--- config.mk ---
export PLATFORM = sky130hd
export DESIGN_NAME = periodic_task_table_core
export DESIGN_NICKNAME = d
export VERILOG_FILES = /design/src/ptt_pkg.sv /design/src/ptt_remainder.sv /design/src/periodic_task_table_core.sv
export SDC_FILE = /design/constraint.sdc
export NUM_CORES = 2
export LEC_CHECK = 0
export CORE_MARGIN = 2
export CORE_UTILIZATION = 43
export CTS_CLUSTER_SIZE = 10
export DETAILED_ROUTE_END_ITERATION = 10
export DONT_BUFFER_PORTS = 1
export REMOVE_ABC_BUFFERS = 1
export SLEW_MARGIN = 40
export SYNTH_ARGS = -nofsm -noshare
export SYNTH_HDL_FRONTEND = slang
export SYNTH_SLANG_ARGS = --single-unit
--- constraint.sdc ---
create_clock -name clock -period 14.6 [get_ports clock]
set_input_delay 0.73 -clock clock [delete_from_list [all_inputs] [get_ports clock]]
set_output_delay 0.73 -clock clock [all_outputs]
set_load 0.005 [all_outputs]
--- src/ptt_pkg.sv ---
package ptt_pkg;

   // field widths
   localparam int ID_W     = 16;
   localparam int PER_W    = 32;
   localparam int TIME_W   = 64;
   localparam int STATUS_W = 3;
   localparam int SLOT_W   = 3;

   // default table depth
   localparam int MAX_TASKS_DEF = 8;

   // result status codes
   localparam logic [STATUS_W-1:0] ST_ADDED   = 3'd0;
   localparam logic [STATUS_W-1:0] ST_UPDATED = 3'd1;
   localparam logic [STATUS_W-1:0] ST_FULL    = 3'd2;
   localparam logic [STATUS_W-1:0] ST_DUE     = 3'd3;
   localparam logic [STATUS_W-1:0] ST_NONE    = 3'd4;

   // one table entry as held in the task memory
   typedef struct packed {
      logic [ID_W-1:0]   task_id;
      logic [PER_W-1:0]  period;
      logic [TIME_W-1:0] deadline;
   } entry_type;

   // add two times, clamp at the top of the time range
   function automatic logic [TIME_W-1:0] sat_add(input logic [TIME_W-1:0] a,
                                                 input logic [TIME_W-1:0] b);
      logic [TIME_W:0] s;
      s = {1'b0, a} + {1'b0, b};
      return s[TIME_W] ? {TIME_W{1'b1}} : s[TIME_W-1:0];
   endfunction

endpackage

--- src/ptt_remainder.sv ---
module ptt_remainder (
   input  logic                       clock,
   input  logic                       reset,
   input  logic                       go,
   input  logic [ptt_pkg::TIME_W-1:0] dividend,
   input  logic [ptt_pkg::PER_W-1:0]  divisor,
   output logic                       done,
   output logic [ptt_pkg::PER_W-1:0]  rem
);
   import ptt_pkg::*;

   localparam int CNT_W = $clog2(TIME_W);

   logic             run_ff, run_in;
   logic             done_ff, done_in;
   logic [CNT_W-1:0] cnt_ff, cnt_in;
   logic [TIME_W-1:0] dvd_ff, dvd_in;
   logic [PER_W-1:0] rem_ff, rem_in;
   logic [PER_W:0]   shifted;
   logic [PER_W:0]   trial;
   logic             fits;

   // one restoring step: bring in the next dividend bit, subtract if it fits
   always_comb begin
      shifted = {rem_ff, dvd_ff[TIME_W-1]};
      trial   = shifted - {1'b0, divisor};
      fits    = shifted >= {1'b0, divisor};
   end

   always_comb begin
      run_in  = run_ff;
      done_in = 1'b0;
      cnt_in  = cnt_ff;
      dvd_in  = dvd_ff;
      rem_in  = rem_ff;
      if (go) begin
         run_in = 1'b1;
         cnt_in = CNT_W'(TIME_W - 1);
         dvd_in = dividend;
         rem_in = '0;
      end else if (run_ff) begin
         dvd_in = {dvd_ff[TIME_W-2:0], 1'b0};
         rem_in = fits ? trial[PER_W-1:0] : shifted[PER_W-1:0];
         cnt_in = cnt_ff - 1'b1;
         if (cnt_ff == '0) begin
            run_in  = 1'b0;
            done_in = 1'b1;
         end
      end
   end

   always_ff @(posedge clock) begin
      if (reset) begin
         run_ff  <= 1'b0;
         done_ff <= 1'b0;
      end else begin
         run_ff  <= run_in;
         done_ff <= done_in;
      end
   end

   always_ff @(posedge clock) begin
      cnt_ff <= cnt_in;
      dvd_ff <= dvd_in;
      rem_ff <= rem_in;
   end

   assign done = done_ff;
   assign rem  = rem_ff;

endmodule

--- src/periodic_task_table_core.sv ---
// Periodic task table: holds up to MAX_TASKS tasks (id, period, next deadline).
// Input item: start with busy low accepts req_kind, req_task_id, req_period_us
// and req_now_us. Kind 0 registers a task (update period if the id is present,
// else append, else report full); kind 1 is a tick that fires every due task
// and moves its deadline past now by whole periods.
// Results: rsp_strobe marks one result per cycle on the rsp_ ports; the
// receiver cannot stall, so each result is shown for exactly one cycle.
// rsp_last marks the final result of an item; a tick with nothing due gives
// one nothing-due result.
// Walk: the table sits in one synchronous memory read one slot at a time;
// each slot visited is first read (S_SCAN), then evaluated (S_EVAL). A register
// item ends at the slot that holds the id, or after the last stored slot.
// For each fired task a tick starts the bit-serial remainder unit, one quotient
// bit per cycle over the 64-bit time difference, waits in S_DIV for its done,
// and then writes the deadline back in S_ADV.
// Reset clears the task count; the memory needs no clearing since only slots
// below the count are read.
module periodic_task_table_core #(
   parameter int MAX_TASKS = ptt_pkg::MAX_TASKS_DEF
) (
   input  logic                         clock,
   input  logic                         reset,
   input  logic                         start,
   output logic                         busy,
   input  logic                         req_kind,
   input  logic [ptt_pkg::ID_W-1:0]     req_task_id,
   input  logic [ptt_pkg::PER_W-1:0]    req_period_us,
   input  logic [ptt_pkg::TIME_W-1:0]   req_now_us,
   output logic                         rsp_strobe,
   output logic [ptt_pkg::STATUS_W-1:0] rsp_status,
   output logic [ptt_pkg::SLOT_W-1:0]   rsp_slot,
   output logic [ptt_pkg::ID_W-1:0]     rsp_fired_id,
   output logic                         rsp_last
);
   import ptt_pkg::*;

   localparam int CNT_W = $clog2(MAX_TASKS + 1);
   localparam int IDX_W = (MAX_TASKS > 1) ? $clog2(MAX_TASKS) : 1;

   localparam logic [2:0] S_IDLE = 3'd0;
   localparam logic [2:0] S_SCAN = 3'd1;
   localparam logic [2:0] S_EVAL = 3'd2;
   localparam logic [2:0] S_DIV  = 3'd3;
   localparam logic [2:0] S_ADV  = 3'd4;

   logic [2:0]        state_ff, state_in;
   logic [CNT_W-1:0]  count_ff, count_in;
   logic [CNT_W-1:0]  idx_ff, idx_in;
   logic              kind_ff, kind_in;
   logic [ID_W-1:0]   id_ff, id_in;
   logic [PER_W-1:0]  per_ff, per_in;
   logic [TIME_W-1:0] now_ff, now_in;
   logic [TIME_W-1:0] base_ff, base_in;
   logic              pend_vld_ff, pend_vld_in;
   logic [IDX_W-1:0]  pend_slot_ff, pend_slot_in;
   logic [ID_W-1:0]   pend_id_ff, pend_id_in;

   logic                rsp_strobe_ff, rsp_strobe_in;
   logic [STATUS_W-1:0] rsp_status_ff, rsp_status_in;
   logic [SLOT_W-1:0]   rsp_slot_ff, rsp_slot_in;
   logic [ID_W-1:0]     rsp_id_ff, rsp_id_in;
   logic                rsp_last_ff, rsp_last_in;

   // task memory with registered read data
   entry_type         task_mem [MAX_TASKS];
   entry_type         rd_ff;
   logic              rd_en;
   logic              wr_en;
   logic [IDX_W-1:0]  wr_addr;
   entry_type         wr_data;

   logic              at_end;
   logic              borrow;
   logic [TIME_W-1:0] diff;
   logic              div_go;
   logic              div_done;
   logic [PER_W-1:0]  div_rem;

   ptt_remainder u_rem (
      .clock    (clock),
      .reset    (reset),
      .go       (div_go),
      .dividend (diff),
      .divisor  (rd_ff.period),
      .done     (div_done),
      .rem      (div_rem)
   );

   assign at_end = (idx_ff == count_ff);
   assign {borrow, diff} = {1'b0, now_ff} - {1'b0, rd_ff.deadline};

   // sequence the walk over the table
   always_comb begin
      state_in      = state_ff;
      count_in      = count_ff;
      idx_in        = idx_ff;
      kind_in       = kind_ff;
      id_in         = id_ff;
      per_in        = per_ff;
      now_in        = now_ff;
      base_in       = base_ff;
      pend_vld_in   = pend_vld_ff;
      pend_slot_in  = pend_slot_ff;
      pend_id_in    = pend_id_ff;
      rsp_strobe_in = 1'b0;
      rsp_status_in = rsp_status_ff;
      rsp_slot_in   = rsp_slot_ff;
      rsp_id_in     = rsp_id_ff;
      rsp_last_in   = rsp_last_ff;
      rd_en         = 1'b0;
      wr_en         = 1'b0;
      wr_addr       = idx_ff[IDX_W-1:0];
      wr_data       = rd_ff;
      div_go        = 1'b0;

      case (state_ff)
         S_IDLE: begin
            if (start) begin
               kind_in     = req_kind;
               id_in       = req_task_id;
               per_in      = (req_period_us == '0) ? PER_W'(1) : req_period_us;
               now_in      = req_now_us;
               idx_in      = '0;
               pend_vld_in = 1'b0;
               state_in    = S_SCAN;
            end
         end

         S_SCAN: begin
            if (at_end) begin
               state_in    = S_IDLE;
               rsp_strobe_in = 1'b1;
               rsp_last_in = 1'b1;
               if (kind_ff) begin
                  // close the tick: flush the held result or report nothing due
                  if (pend_vld_ff) begin
                     rsp_status_in = ST_DUE;
                     rsp_slot_in   = SLOT_W'(pend_slot_ff);
                     rsp_id_in     = pend_id_ff;
                  end else begin
                     rsp_status_in = ST_NONE;
                     rsp_slot_in   = '0;
                     rsp_id_in     = '0;
                  end
               end else if (count_ff == CNT_W'(MAX_TASKS)) begin
                  rsp_status_in = ST_FULL;
                  rsp_slot_in   = '0;
                  rsp_id_in     = '0;
               end else begin
                  // append the new task at the end of the table
                  wr_en            = 1'b1;
                  wr_addr          = count_ff[IDX_W-1:0];
                  wr_data.task_id  = id_ff;
                  wr_data.period   = per_ff;
                  wr_data.deadline = sat_add(now_ff, TIME_W'(per_ff));
                  count_in         = count_ff + 1'b1;
                  rsp_status_in    = ST_ADDED;
                  rsp_slot_in      = SLOT_W'(count_ff[IDX_W-1:0]);
                  rsp_id_in        = id_ff;
               end
            end else begin
               rd_en    = 1'b1;
               state_in = S_EVAL;
            end
         end

         S_EVAL: begin
            if (!kind_ff) begin
               if (rd_ff.task_id == id_ff) begin
                  // known id: replace the period, keep the deadline
                  wr_en          = 1'b1;
                  wr_data.period = per_ff;
                  rsp_strobe_in  = 1'b1;
                  rsp_status_in  = ST_UPDATED;
                  rsp_slot_in    = SLOT_W'(idx_ff[IDX_W-1:0]);
                  rsp_id_in      = id_ff;
                  rsp_last_in    = 1'b1;
                  state_in       = S_IDLE;
               end else begin
                  idx_in   = idx_ff + 1'b1;
                  state_in = S_SCAN;
               end
            end else if (!borrow) begin
               // due: release the earlier fired task, hold this one back
               div_go = 1'b1;
               if (pend_vld_ff) begin
                  rsp_strobe_in = 1'b1;
                  rsp_status_in = ST_DUE;
                  rsp_slot_in   = SLOT_W'(pend_slot_ff);
                  rsp_id_in     = pend_id_ff;
                  rsp_last_in   = 1'b0;
               end
               pend_vld_in  = 1'b1;
               pend_slot_in = idx_ff[IDX_W-1:0];
               pend_id_in   = rd_ff.task_id;
               state_in     = S_DIV;
            end else begin
               idx_in   = idx_ff + 1'b1;
               state_in = S_SCAN;
            end
         end

         S_DIV: begin
            // last whole period at or before now
            if (div_done) begin
               base_in  = now_ff - TIME_W'(div_rem);
               state_in = S_ADV;
            end
         end

         S_ADV: begin
            wr_en            = 1'b1;
            wr_data.deadline = sat_add(base_ff, TIME_W'(rd_ff.period));
            idx_in           = idx_ff + 1'b1;
            state_in         = S_SCAN;
         end

         default: begin
            state_in = S_IDLE;
         end
      endcase
   end

   // control state
   always_ff @(posedge clock) begin
      if (reset) begin
         state_ff      <= S_IDLE;
         count_ff      <= '0;
         pend_vld_ff   <= 1'b0;
         rsp_strobe_ff <= 1'b0;
      end else begin
         state_ff      <= state_in;
         count_ff      <= count_in;
         pend_vld_ff   <= pend_vld_in;
         rsp_strobe_ff <= rsp_strobe_in;
      end
   end

   // payload
   always_ff @(posedge clock) begin
      idx_ff        <= idx_in;
      kind_ff       <= kind_in;
      id_ff         <= id_in;
      per_ff        <= per_in;
      now_ff        <= now_in;
      base_ff       <= base_in;
      pend_slot_ff  <= pend_slot_in;
      pend_id_ff    <= pend_id_in;
      rsp_status_ff <= rsp_status_in;
      rsp_slot_ff   <= rsp_slot_in;
      rsp_id_ff     <= rsp_id_in;
      rsp_last_ff   <= rsp_last_in;
   end

   // task memory: one write port, one registered read port
   always_ff @(posedge clock) begin
      if (wr_en) begin
         task_mem[wr_addr] <= wr_data;
      end
      if (rd_en) begin
         rd_ff <= task_mem[idx_ff[IDX_W-1:0]];
      end
   end

   assign busy         = (state_ff != S_IDLE);
   assign rsp_strobe   = rsp_strobe_ff;
   assign rsp_status   = rsp_status_ff;
   assign rsp_slot     = rsp_slot_ff;
   assign rsp_fired_id = rsp_id_ff;
   assign rsp_last     = rsp_last_ff;

   a_count_range: assert property (@(posedge clock) disable iff (reset)
      count_ff <= CNT_W'(MAX_TASKS))
      else $error("task count beyond table depth");

   a_accept_busy: assert property (@(posedge clock) disable iff (reset)
      start && !busy |=> busy)
      else $error("accepted item did not start a walk");

   a_rem_bound: assert property (@(posedge clock) disable iff (reset)
      state_ff == S_DIV && div_done |-> div_rem < rd_ff.period)
      else $error("remainder not below period");

   a_none_last: assert property (@(posedge clock) disable iff (reset)
      rsp_strobe && rsp_status == ST_NONE |-> rsp_last && rsp_slot == '0)
      else $error("nothing-due result malformed");

   a_mid_due: assert property (@(posedge clock) disable iff (reset)
      rsp_strobe && !rsp_last |-> rsp_status == ST_DUE)
      else $error("non-final result that is not a fired task");

endmodule
==> results.toml <==
[worst_setup_path]
max_stage_delay_ns = 0.62
path_max_fanout = 37
worstPathArrival_ns = 6.09
cp_slowest_cell = "buf_4"
r2r_slack_ns = 9.03
r2r-end = "u_rem.dvd_ff[60]$_DFFE_PP_"
worst-path-stages = 15
end_kind = "flip-flop"
cp_top_family = "compound AO/OA/AOI/OAI gates"
crit_path_cell_trace = "inv_1 -> fa_1 -> nand2b_1 -> a211o_1 -> a311o_1 -> a211oi_1 -> o21ai_0 -> and2_1 -> o31ai_4 -> a31o_2 -> a21oi_4 -> buf_4 -> inv_2 -> buf_4 -> mux2_2"
crit_path_frequent_cell = "buf_4"
crit_type = "reg2reg"
r2r.worst_path.cells = 15
cp.required_ns = 15.13
worst_setup_path_start_kind = "flip-flop"
reg2reg_from = "now_ff[1]$_DFFE_PP_"
cp_num_buf_inv = 4

[synthesis]
postSynthAreaPerCell_sq_um = 13.83
synth_top_area_share = 0.6073
yosys.area.top_type = "edfxtp_1"
synth_cell_types = 96
synth-edff-count = 1295
ys_ff_latch = 1344
ys.flop_type = "edfxtp_1"
ys_warn_count = 0
synthCells = 4630
yosysSeqAreaShare = 0.6226
async_flop_share = 0
synth_area_sq_mm = 0.06404
synth_area_leaders = "edfxtp_1 (61%), mux4_2 (7.9%), ha_1 (3.8%)"

[global_routing]
grt_use_total = 0.2316
antenna_found_initial = 12
use_met2 = 0.3642
grt_pass1_wl_um = 260500
grt_pass1_vias = 39705
gr-usage-met3 = 0.04214
grt_max_degree = 111
use_met1 = 0.3273
busiest_layer = "met2"
grt_overflow = 0

[timing]
fin_crit_sh = 0.3813
fmax_mhz = 179.6
setup_viol = 0
fin_crit_ns = 5.567
slew_viol_final = 0
skew_ns = 0.05215
worst_pin_slew_ns = 0.9225
rsz0062_at_grt = "false"
timing_hold_violations_final = 0
relSlewSlack = 0.3823
whs_ns = 0.05625

[power]
p_sw_frac = 0.2856
p_total_mw = 10.28
switching_power_mw = 2.934
seq_power_share = 0.449
p_leak_nw = 24.77
ir_drop_mv = 0.1223
p_per_area_mw_per_mm2 = 142.7
combPwrFrac = 0.204
power.internal_mw = 7.341
p_clk_frac = 0.348

[place]
dp_hpwl_um = 118400
dp.cells = 6384
gp_congestion = 0.9177
port-buffer-count = 0

[routing]
ant_nets = 0
vias_per_cell = 5.968
dr.pass1.iters = 6
vias = 40187
wl_um = 177600
wl_per_cell_um = 26.38
dr.first_iter.drc_count = 4250
drc = 0

[floorplanning]
io_pins = 141
coreArea_sq_mm = 0.1478
die_y_um = 389.9
initial_core_util = 0.4332
die_w_um = 389.9
fp.dieArea_sq_mm = 0.1520
row_count = 141

[cells_and_area]
fillers = 12669
multi_input_area_sq_mm = 0.02255
nets = 5038
drive_gt1_frac = 0.1409
area_growth_pct = 12.43
final_cells = 6734
seqCellArea_sq_mm = 0.03987

[min_path]
min_to = "per_ff[17]$_SDFFCE_PN0P_"
whs_path_depth = 0
hold_start = "req_period_us[17]"
hp-class = "in2reg"

[clocking]
cts_buffers = 156
cts.sinks = 1344
cts-root-buf = "clkbuf_16"
cts_tree = "built"
cts_setup_buffers = 0
clk_path_buf_depth = 3
clk_pin_slew_ns = 0.06
cts_resized = 0
clk_latency_ns = 0.81
htree_num_levels = 4

[run]
cap_violations = 0

[outcome]
status = "complete, no violations"
## state kept, by name, summed over array words and instances (netlist names), 32 cells and up
signal and cells:
rd_ff 112, per_ff 32, task_mem 896, base_ff 64, u_rem.rem 32, now_ff 64
u_rem.dvd_ff 64
## worst max-delay path by stage
stage                            startpoint  slack, ns                         end
global route            now_ff[1]$_DFFE_PP_       8.74  u_rem.dvd_ff[60]$_DFFE_PP_
finish                  now_ff[1]$_DFFE_PP_       9.03  u_rem.dvd_ff[60]$_DFFE_PP_
floorplan           idx_ff[0]$_SDFFCE_PN0P_     -11.97    task_mem[4][0]$_DFFE_PP_
global placement         id_ff[0]$_DFFE_PP_       9.04   task_mem[7][98]$_DFFE_PP_
CTS                     now_ff[1]$_DFFE_PP_       9.03  u_rem.dvd_ff[60]$_DFFE_PP_
detailed placement      now_ff[1]$_DFFE_PP_       9.11  u_rem.dvd_ff[60]$_DFFE_PP_
## Yosys cell counts, types with 12 or more instances
master and n:
nor4_1 21, nand3_1 96, nand4_1 52, a21oi_1 287, ha_1 197, xnor2_1 143, clkbuf_1 199, xor2_1 120
buf_1 29, o21ai_0 288, edfxtp_1 1295, o21a_1 18, nor3_1 69, nor2b_1 33, buf_2 17, o21bai_1 30
mux4_2 224, a211o_1 14, and3_1 44, o211ai_1 25, o221ai_1 12, nor2_1 210, a31oi_1 43, nand2b_1 27
nand2_1 377, a22o_1 17, a21o_1 96, or3_1 17, dfxtp_1 49, mux2_2 116, inv_1 189, and2_1 25
and4_1 15, a211oi_1 47
## power groups by stage
stage          Sequential [mW]  Clock [mW]  Combinational, mW
2_1_floorplan             4.68           0               1.55
3_3_place_gp              4.68           0               2.00
3_5_place_dp              4.68           0               2.03
4_1_cts                   4.61        3.65               2.07
5_1_grt                   4.62        3.79               2.29
6_report                  4.61        3.57               2.09
## stage by stage
step | setup slack [ns] | cell area [sq um] | setup TNS [ns] | util
final | 9.033 | 72000 | 0 | 0.4870
after global routing | 8.740 | 71990 | 0 | 0.4869
after floorplan | -11.97 | 62960 | -7264.71 | -
after global placement | 9.037 | 66090 | 0 | 0.4471
after detailed placement | 9.106 | 66280 | 0 | 0.4483
after CTS | 9.035 | 71950 | 0 | 0.4867
## routing by layer
metal | vias up | part of all wire
met4 | 10 | 0.029
met1 | 20628 | 0.44
met2 | 1365 | 0.46
met3 | 284 | 0.068
li1 | 17900 | -
met5 | - | 0.00035
## cell usage in the layout, fill, tap and decap left out, types with 15 or more instances in the layout
cell           netlist  final
ha_1               197    197
nand4_1             52     52
o21ai_0            288    253
a22o_1              17     17
xor2_1             120    120
edfxtp_1          1295   1295
a21oi_1            287    287
and3_1              44     43
a211oi_1            47     47
o21a_1              18     18
or3_1               17     17
nand3_1             96     96
mux4_2             224    224
nand2_1            377    374
a21o_1              96     96
nor2_1             210    205
o211ai_1            25     25
nor4_1              21     19
inv_1              189    189
o21ai_1             11     45
nor2b_1             33     31
dlygate4sd3_1        0    107
o21bai_1            30     30
and2_1              25     22
buf_4                4     65
clkbuf_1           199     52
a31oi_1             43     41
dfxtp_1             49     48
and4_1              15     15
mux2_2             116    116
clkbuf_16            0    157
nor3_1              69     66
xnor2_1            143    143
nand2b_1            27     26
## cell families (layout without fill, tap and decap cells)
logic type      after synthesis  after routing  synth area share
compound gates              993            993           0.09660
xor+xnor                    263            263           0.03597
simple gates               1028           1028           0.07591
mux                         351            351            0.1009
flops                      1344           1344            0.6226
fa+ha+maj                   202            202           0.04005
buf+inv                     449            618           0.02800
other cells                   0              5                 0
## repair_timing
action / in CTS / in global routing
setup endpoints to repair: 0 / 0
hold buffers: 107 / 0
endpoints found under the hold margin: 116 / 0
## area by class of cell
cell class,count,share of cell area
clock buffers,210,0.05747
diodes,5,0.0001738
inverters,190,0.009905
multi-input cells,2837,0.3131
clock inverters,27,0.006395
flip-flops and latches,1344,0.5537
repair buffers,191,0.02563
well taps,1930,0.03354
(Power assumes the default switching activity.)
